===== src/hdl/ehm_pkg.sv =====
// ----------------------------------------------------------------------------
// Endstop hit monitor package
// Switch and axis bit positions, register indexes and the structs shared by
// the evaluation logic and the top level.
// ----------------------------------------------------------------------------
package ehm_pkg;

	localparam int SWITCH_COUNT = 14;
	localparam int AXIS_COUNT   = 4;
	localparam int HIT_BITS     = 7;
	localparam int ZCNT_W       = 3;
	localparam int CFG_IDX_W    = 2;
	localparam int MAX_Z        = 4;

	// switch bit positions
	localparam int SW_XMIN  = 0;
	localparam int SW_YMIN  = 1;
	localparam int SW_ZMIN  = 2;
	localparam int SW_PROBE = 3;
	localparam int SW_XMAX  = 4;
	localparam int SW_YMAX  = 5;
	localparam int SW_ZMAX  = 6;
	localparam int SW_Z2MIN = 7;
	localparam int SW_Z2MAX = 8;
	localparam int SW_EMIN  = 13;

	// axis bit positions
	localparam int AX_X = 0;
	localparam int AX_Y = 1;
	localparam int AX_Z = 2;
	localparam int AX_E = 3;

	// configuration register indexes
	localparam logic [CFG_IDX_W-1:0] REG_INVERT_MASK    = 2'd0;
	localparam logic [CFG_IDX_W-1:0] REG_PRESENT_MASK   = 2'd1;
	localparam logic [CFG_IDX_W-1:0] REG_Z_SWITCH_COUNT = 2'd2;
	localparam logic [CFG_IDX_W-1:0] REG_PROBE_ON_ZMIN  = 2'd3;

	// item actions
	localparam logic ACT_SAMPLE = 1'b0;
	localparam logic ACT_CLEAR  = 1'b1;

	typedef logic [SWITCH_COUNT-1:0] sw_vec_t;
	typedef logic [AXIS_COUNT-1:0]   ax_vec_t;

	typedef struct packed {
		logic    action;
		sw_vec_t pin_levels;
		ax_vec_t moving_axes;
		ax_vec_t negative_dirs;
		logic    homing;
		logic    probe_enabled;
		logic    target_probe_move;
	} item_t;

	typedef struct packed {
		sw_vec_t           invert_mask;
		sw_vec_t           present_mask;
		logic [ZCNT_W-1:0] z_switch_count;
		logic              probe_on_zmin;
	} cfg_t;

	typedef struct packed {
		sw_vec_t             sample_now;
		sw_vec_t             sample_prev;
		logic [HIT_BITS-1:0] hit_latch;
	} state_t;

	typedef struct packed {
		logic [HIT_BITS-1:0] hit_record;
		ax_vec_t             stop_axes;
		logic                kill_move;
		logic                probe_target_hit;
		sw_vec_t             confirmed_switches;
	} result_t;

endpackage


===== src/hdl/endstop_hit_monitor.sv =====
// ----------------------------------------------------------------------------
// Endstop hit monitor
// Limit-switch supervisor: confirms switches over two samples, latches hits
// and asks moving axes to stop or the move to be killed.
// ----------------------------------------------------------------------------
// Pipeline: input register, one combinational evaluation pass, result register.
// Throughput: one item per cycle while out_ready does not stall the result;
// switch state updates as each item leaves the input register, so consecutive
// items see each other's samples.
// Reset: config returns to invert 0, present 127, one Z switch, own probe pin;
// sample state and hit record clear; both pipeline stages empty.
module endstop_hit_monitor (
	input  logic                                clk,
	input  logic                                arst_n,

	input  logic                                cfg_wen,
	input  logic [ehm_pkg::CFG_IDX_W-1:0]       cfg_index,
	input  logic [ehm_pkg::SWITCH_COUNT-1:0]    cfg_data,

	input  logic                                in_valid,
	output logic                                in_ready,
	input  logic                                action,
	input  logic [ehm_pkg::SWITCH_COUNT-1:0]    pin_levels,
	input  logic [ehm_pkg::AXIS_COUNT-1:0]      moving_axes,
	input  logic [ehm_pkg::AXIS_COUNT-1:0]      negative_dirs,
	input  logic                                homing,
	input  logic                                probe_enabled,
	input  logic                                target_probe_move,

	output logic                                out_valid,
	input  logic                                out_ready,
	output logic [ehm_pkg::HIT_BITS-1:0]        hit_record,
	output logic [ehm_pkg::AXIS_COUNT-1:0]      stop_axes,
	output logic                                kill_move,
	output logic                                probe_target_hit,
	output logic [ehm_pkg::SWITCH_COUNT-1:0]    confirmed_switches
);

	ehm_pkg::cfg_t    cfg_q;
	ehm_pkg::state_t  state_q;
	ehm_pkg::state_t  state_nxt;
	ehm_pkg::item_t   item_s1;
	logic             valid_s1;
	ehm_pkg::result_t res_nxt;
	ehm_pkg::result_t res_s2;
	logic             valid_s2;
	logic             advance;

	// move the item on when the result register is free or being drained
	assign advance  = valid_s1 && (!valid_s2 || out_ready);
	assign in_ready = !valid_s1 || advance;

	always_ff @(posedge clk or negedge arst_n) begin
		if (!arst_n) begin
			cfg_q.invert_mask    <= '0;
			cfg_q.present_mask   <= ehm_pkg::sw_vec_t'(127);
			cfg_q.z_switch_count <= 3'd1;
			cfg_q.probe_on_zmin  <= 1'b0;
		end else if (cfg_wen) begin
			case (cfg_index)
				ehm_pkg::REG_INVERT_MASK:    cfg_q.invert_mask    <= cfg_data;
				ehm_pkg::REG_PRESENT_MASK:   cfg_q.present_mask   <= cfg_data;
				ehm_pkg::REG_Z_SWITCH_COUNT: cfg_q.z_switch_count <= cfg_data[ehm_pkg::ZCNT_W-1:0];
				ehm_pkg::REG_PROBE_ON_ZMIN:  cfg_q.probe_on_zmin  <= cfg_data[0];
				default: ;
			endcase
		end
	end

	always_ff @(posedge clk or negedge arst_n) begin
		if (!arst_n) begin
			valid_s1 <= 1'b0;
			valid_s2 <= 1'b0;
			state_q  <= '0;
		end else begin
			if (in_ready)
				valid_s1 <= in_valid;
			if (advance) begin
				valid_s2 <= 1'b1;
				state_q  <= state_nxt;
			end else if (out_ready) begin
				valid_s2 <= 1'b0;
			end
		end
	end

	// payload registers: hold while stalled
	always_ff @(posedge clk) begin
		if (in_ready && in_valid) begin
			item_s1.action            <= action;
			item_s1.pin_levels        <= pin_levels;
			item_s1.moving_axes       <= moving_axes;
			item_s1.negative_dirs     <= negative_dirs;
			item_s1.homing            <= homing;
			item_s1.probe_enabled     <= probe_enabled;
			item_s1.target_probe_move <= target_probe_move;
		end
		if (advance)
			res_s2 <= res_nxt;
	end

	ehm_eval u_eval (
		.item (item_s1),
		.cfg  (cfg_q),
		.cur  (state_q),
		.nxt  (state_nxt),
		.res  (res_nxt)
	);

	assign out_valid          = valid_s2;
	assign hit_record         = res_s2.hit_record;
	assign stop_axes          = res_s2.stop_axes;
	assign kill_move          = res_s2.kill_move;
	assign probe_target_hit   = res_s2.probe_target_hit;
	assign confirmed_switches = res_s2.confirmed_switches;

endmodule


===== src/hdl/ehm_eval.sv =====
// ----------------------------------------------------------------------------
// Endstop hit monitor evaluation
// Combinational pass for one item: resample the switches that face a moving
// axis, confirm against the previous sample, latch or clear hits, build the result.
// ----------------------------------------------------------------------------
module ehm_eval (
	input  ehm_pkg::item_t   item,
	input  ehm_pkg::cfg_t    cfg,
	input  ehm_pkg::state_t  cur,
	output ehm_pkg::state_t  nxt,
	output ehm_pkg::result_t res
);

	always_comb begin
		ehm_pkg::sw_vec_t              pe;
		ehm_pkg::sw_vec_t              sn;
		ehm_pkg::sw_vec_t              prev;
		logic [ehm_pkg::HIT_BITS-1:0]  hit;
		ehm_pkg::ax_vec_t              stop;
		logic                          kill;
		logic                          thit;
		logic                          own_probe;
		logic [ehm_pkg::ZCNT_W-1:0]    cnt;
		logic [ehm_pkg::MAX_Z-1:0]     zmask;
		logic [ehm_pkg::MAX_Z-1:0]     test;
		logic                          do_multi;
		logic [3:0]                    zbase;
		logic [3:0]                    zext;
		logic [3:0]                    zb;
		logic [3:0]                    ab;
		logic                          zval;

		pe        = item.pin_levels ^ cfg.invert_mask;
		sn        = cur.sample_now;
		prev      = cur.sample_prev;
		hit       = cur.hit_latch;
		stop      = '0;
		kill      = 1'b0;
		thit      = 1'b0;
		own_probe = cfg.present_mask[ehm_pkg::SW_PROBE] & ~cfg.probe_on_zmin;
		do_multi  = 1'b0;
		zbase     = 4'(ehm_pkg::SW_ZMIN);
		zext      = 4'(ehm_pkg::SW_Z2MIN);
		test      = '0;
		zb        = '0;
		ab        = '0;
		zval      = 1'b0;

		// clamp the joint Z count to 1..4
		if (cfg.z_switch_count == 3'd0)
			cnt = 3'd1;
		else if (cfg.z_switch_count > 3'd4)
			cnt = 3'd4;
		else
			cnt = cfg.z_switch_count;
		zmask = 4'hF >> (3'd4 - cnt);

		if (item.action == ehm_pkg::ACT_CLEAR) begin
			hit = '0;
		end else begin
			// probe-to-target move: probe stops the first moving axis
			if (item.target_probe_move && own_probe) begin
				sn[ehm_pkg::SW_PROBE] = pe[ehm_pkg::SW_PROBE];
				if (pe[ehm_pkg::SW_PROBE] && prev[ehm_pkg::SW_PROBE]) begin
					thit = 1'b1;
					if (item.moving_axes[ehm_pkg::AX_X]) begin
						hit[ehm_pkg::SW_XMIN] = 1'b1;
						stop[ehm_pkg::AX_X]   = 1'b1;
					end else if (item.moving_axes[ehm_pkg::AX_Y]) begin
						hit[ehm_pkg::SW_YMIN] = 1'b1;
						stop[ehm_pkg::AX_Y]   = 1'b1;
					end else if (item.moving_axes[ehm_pkg::AX_Z]) begin
						hit[ehm_pkg::SW_ZMIN] = 1'b1;
						stop[ehm_pkg::AX_Z]   = 1'b1;
					end
				end
			end

			// X and Y: min or max switch by direction
			for (int a = ehm_pkg::AX_X; a <= ehm_pkg::AX_Y; a++) begin
				ab = item.negative_dirs[a] ? 4'(a) : 4'(a + ehm_pkg::SW_XMAX);
				if (item.moving_axes[a] && cfg.present_mask[ab]) begin
					sn[ab] = pe[ab];
					if (pe[ab] && prev[ab]) begin
						hit[ab[2:0]] = 1'b1;
						stop[a]      = 1'b1;
					end
				end
			end

			if (item.moving_axes[ehm_pkg::AX_Z]) begin
				if (item.negative_dirs[ehm_pkg::AX_Z]) begin
					if (cfg.present_mask[ehm_pkg::SW_ZMIN]) begin
						if (cnt >= 3'd2) begin
							do_multi = 1'b1;
						end else if (!cfg.probe_on_zmin || item.probe_enabled) begin
							sn[ehm_pkg::SW_ZMIN] = pe[ehm_pkg::SW_ZMIN];
							if (pe[ehm_pkg::SW_ZMIN] && prev[ehm_pkg::SW_ZMIN]) begin
								hit[ehm_pkg::SW_ZMIN] = 1'b1;
								stop[ehm_pkg::AX_Z]   = 1'b1;
							end
						end
					end
					if (own_probe && item.probe_enabled) begin
						sn[ehm_pkg::SW_PROBE] = pe[ehm_pkg::SW_PROBE];
						if (pe[ehm_pkg::SW_PROBE] && prev[ehm_pkg::SW_PROBE]) begin
							hit[ehm_pkg::SW_PROBE] = 1'b1;
							stop[ehm_pkg::AX_Z]    = 1'b1;
						end
					end
				end else if (cfg.present_mask[ehm_pkg::SW_ZMAX]) begin
					if (cnt >= 3'd2) begin
						do_multi = 1'b1;
						zbase    = 4'(ehm_pkg::SW_ZMAX);
						zext     = 4'(ehm_pkg::SW_Z2MAX);
					end else begin
						sn[ehm_pkg::SW_ZMAX] = pe[ehm_pkg::SW_ZMAX];
						if (pe[ehm_pkg::SW_ZMAX] && prev[ehm_pkg::SW_ZMAX]) begin
							hit[ehm_pkg::SW_ZMAX] = 1'b1;
							stop[ehm_pkg::AX_Z]   = 1'b1;
						end
					end
				end
			end

			// joint Z test; an absent extra switch copies the main one
			if (do_multi) begin
				sn[zbase] = pe[zbase];
				test[0]   = pe[zbase] & prev[zbase];
				for (int k = 1; k < ehm_pkg::MAX_Z; k++) begin
					zb = zext + 4'(2 * (k - 1));
					if (3'(k) < cnt) begin
						zval    = cfg.present_mask[zb] ? pe[zb] : pe[zbase];
						sn[zb]  = zval;
						test[k] = zval & prev[zb];
					end
				end
				if (test != '0) begin
					hit[ehm_pkg::SW_ZMIN] = 1'b1;
					if (!item.homing || test == zmask)
						kill = 1'b1;
				end
			end

			// extruder switch stops e but is never latched
			if (cfg.present_mask[ehm_pkg::SW_EMIN]) begin
				sn[ehm_pkg::SW_EMIN] = pe[ehm_pkg::SW_EMIN];
				if (pe[ehm_pkg::SW_EMIN] && prev[ehm_pkg::SW_EMIN]
				    && item.moving_axes[ehm_pkg::AX_E])
					stop[ehm_pkg::AX_E] = 1'b1;
			end
		end

		if (item.action == ehm_pkg::ACT_CLEAR) begin
			nxt.sample_now  = cur.sample_now;
			nxt.sample_prev = cur.sample_prev;
		end else begin
			nxt.sample_now  = sn;
			nxt.sample_prev = sn;
		end
		nxt.hit_latch = hit;

		res.hit_record         = hit;
		res.stop_axes          = stop;
		res.kill_move          = kill;
		res.probe_target_hit   = thit;
		res.confirmed_switches = sn & prev;
	end

endmodule


===== config.mk =====
export PLATFORM = sky130hd
export DESIGN_NAME = endstop_hit_monitor
export DESIGN_NICKNAME = d
export VERILOG_FILES = /design/src/hdl/ehm_pkg.sv /design/src/hdl/endstop_hit_monitor.sv /design/src/hdl/ehm_eval.sv
export SDC_FILE = /design/constraint.sdc
export NUM_CORES = 1
export LEC_CHECK = 0
export BUFFER_PORTS_ARGS = -buffer_cell sky130_fd_sc_hd__buf_2
export CELL_PAD_IN_SITES_DETAIL_PLACEMENT = 0
export CELL_PAD_IN_SITES_GLOBAL_PLACEMENT = 2
export CORE_ASPECT_RATIO = 1.1
export CORE_MARGIN = 2
export CORE_UTILIZATION = 35
export DETAILED_ROUTE_END_ITERATION = 7
export HOLD_SLACK_MARGIN = 0.1
export PLACE_DENSITY_LB_ADDON = 0.1
export RECOVER_POWER = 100
export SLEW_MARGIN = 20
export SYNTH_ARGS = -nofsm -noshare
export SYNTH_HDL_FRONTEND = slang
export SYNTH_SLANG_ARGS = --single-unit

===== constraint.sdc =====
create_clock -name clk -period 3 [get_ports clk]
set_input_delay 0.6 -clock clk [delete_from_list [all_inputs] [get_ports clk]]
set_output_delay 0.6 -clock clk [all_outputs]
set_load 0.01 [all_outputs]

==> impl_results.md <==
- Status: finished, violations left
- Failing checks: max-capacitance violations, max-slew violations
- Startpoint type of the worst setup path: register
- Synthesized instance count: 347
- Wire per inst: 16.5 um
- Final WS setup: slightly above 0.2 ns
- Ys Warns: 0
- Top cell type by total area after synthesis: edfxtp_1
- Die ar.: between 0.01 and 0.015 mm2
- DP Wirelength: roughly 7500 um
- Clock buffer depth: 2
- Final wirelength: about 10000 um
- CTS sink cnt: ~110
- Ys async rst share: 51.4%
- Cell breakdown of the critical path: inv_1 > a21o_1 > ha_1 > a211o_1 > nand2b_2 > o21ai_0 > or4b_1 > nand3_2 > o21ai_0
- Die W: between 100 and 150 um
- Slew margin rel.: -17.4%
- Slowest cell on crit path: dfstp_2
- Max Clk Rate: roughly 360 MHz
- Leakage: ~0.0022 uW
- H-tree depth: 3
- Sequential element share of the synthesized area: between 60% and 70%
- Setup tns final: 0 ns
- IO Count: 76
- Layout cells sized above 1: 28.4%
- Netlist cell types: just under 60
- Die Ht: roughly 130 um
- Pins Over Slew Limit: 26
- Peak VDD IR: between 200 and 300 uV
- Nets: 490
- Max_cap viols: 1
- Final instance area: 0.00565 mm2
- Seq cells post-synth: roughly 110
- PortBufs: between 70 and 80
- Total CTS buffers: 9
- CP top delay family: simple AND/OR/NAND/NOR gates
- Antenna Nets Post-Route: 0
- EDFF count, synth: 52
- Yosys top cell area share: roughly 33%
- Worst-Margin Slew: around 1.8 ns
- Worst slack, placed: between 0.15 and 0.2 ns
- Hold Vio Cnt, Final: 0
- Mapped Nets: 398
- Crit Path Class: reg -> reg
- Ranking of synthesized cells by area: edfxtp_1, dfrtp_1, mux2_2
- Total GRT Usage: between 15 and 20%
- CP max stage delay: about 0.60 ns
- Fin crit period: approximately 2.8 ns
- Core ar.: around 0.013 mm2
- CTS tree: done
- Top cell by count, worst path: o21ai_0
- CP max FO: 6
- Diode count: 0
- Buf/Inv on CP: 1
- First-pass GRT wire length: 16400 um
- Largest net degree at the start of global routing: 32
- Most common cell in the synthesized netlist: edfxtp_1
- CP arrival: 2.90 ns
- Setup Viol. Count Final: 0
- Area after DPL: roughly 0.0055 mm2
- Syn avg cell area: 13.7 um2
- Gates resized, CTS repair: 0
- Clk pin slew, worst setup/hold paths: 0.07 ns
- Layout Skew: 0.00733 ns
- Starting DRT DRC Count: around 160
- Pre-antenna DRT Iters: 4
- Clock Tree Root: clkbuf_16
- Top FF cell, synth: edfxtp_1
- Initial antenna violation count: 0
- Area growth syn-to-layout: 18.5%
- CTS Hold Bufs: 0
- Initial Utilization: between 30% and 40%
- Syn Std Cell Area: between 0.004 and 0.005 mm2
- Most frequent cells after synthesis: edfxtp_1, dfrtp_1, mux2_2
- Req. time, crit path: a little over 3 ns
- Via/cell ratio: around 4.8
- Vias in the first global route: about 2900
- Unrepaired setup endpoints after global routing: false
- Crit end category: register
- DRC violations left: 0
- Via count: ~3000
- PD cells: 711 mW/mm2
- Post-CTS Setup Bufs: 0
- Routability-driven placement congestion ratio: 0.827
- # rows: 44
- GRT Residual Overflow: 0
- Later-pin clock latency in the skew report: approximately 0.35 ns
- Final Cycle Share: approximately 93%
- HP Class: in -> reg
[layout make-up]
cell class	instances	area, um2
inverter	13	48.8
fill	1264	7620
tap	184	230
clock inverter	6	48.8
clock buffer	10	229
multi-input combinational	217	1730
sequential	107	2950
timing repair buffer	91	418
[report_power, final]
part           switching (uW)  internal [uW]
Combinational             472            409
Clock                     553            574
Sequential                164           1850
Total                    1190           2830
[path summary, 6_finish.rpt]
| kind | start | to | slack (ns) | cells past startpoint |
|---|---|---|---|---|
| max in group asynchronous | arst_n | state_q[6] | 0.95 | 2 |
| max | cfg_q[1] | hit_record[2] | 0.20 | 9 |
| min reg2reg | state_q[3] | state_q[3] | 0.49 | 1 |
| min | pin_levels[12] | item_s1[23] | 0.42 | 1 |
| max reg2reg | cfg_q[1] | hit_record[2] | 0.20 | 9 |
| min in group asynchronous | arst_n | cfg_q[11] | 0.55 | 1 |
[state kept, by name, summed over array words and instances, names as in the netlist]
signal and cells:
stop_axes 4, cfg_q 32, probe_target_hit 1, out_valid 1, item_s1 25, state_q 21, confirmed_switches 14, hit_record 7
kill_move 1, valid_s1 1
[through the flow]
step                total power [uW]  util (%)  hold WS, ns  std cells
global route                    4250      42.6        0.404        628
finish                          4020      42.6        0.420        628
floorplan                       2630         -        0.304        347
detailed placement              2950      41.2        0.481        612
global placement                2930      41.2        0.476        612
CTS                             4100      43.3        0.263        628
[cells in the final DEF (no fill, tap or decap), types with 3 or more instances in the layout]
cell | Yosys | layout
nor3_1 | 4 | 4
and3_1 | 3 | 3
or3_1 | 3 | 3
nand2b_1 | 4 | 4
ha_1 | 4 | 4
nand3b_1 | 4 | 4
nor2_1 | 13 | 13
inv_1 | 13 | 13
o21ai_0 | 16 | 17
nand3_1 | 8 | 8
edfxtp_1 | 52 | 52
nand2_1 | 15 | 15
clkbuf_16 | 0 | 9
dfstp_2 | 8 | 8
o21a_1 | 4 | 4
nand4_1 | 5 | 5
buf_2 | 1 | 42
buf_4 | 1 | 6
a21oi_1 | 15 | 15
mux2_2 | 42 | 41
o31a_1 | 5 | 5
clkbuf_1 | 5 | 43
xor2_1 | 14 | 14
a21boi_0 | 4 | 4
mux2i_1 | 5 | 5
nor2b_1 | 5 | 5
a21o_1 | 3 | 3
a31oi_1 | 6 | 6
xnor2_1 | 3 | 3
dfrtp_1 | 47 | 47
[metal layers]
| metal | global-route usage, % | share of wire [%] | up-vias |
|---|---|---|---|
| met5 | 0 | 0 | - |
| met4 | 6.38 | 1.4 | 0 |
| met3 | 2.68 | 3.5 | 10 |
| met2 | 20.8 | 43 | 62 |
| met1 | 23.2 | 52 | 1461 |
| li1 | - | - | 1473 |
[kinds of logic (layout without fill, tap and decap cells)]
family	Yosys count	count (layout)	synth area share, %
DFF	107	107	61.9
and+or+nand+nor	78	78	9.53
AOI/OAI and AO/OA	68	68	10.4
muxes	49	49	11.6
buffers and inverters	23	120	2.07
xor gates and xnor gates	18	18	3.47
adders and majority gates	4	4	1.05
(Power assumes the default switching activity.)
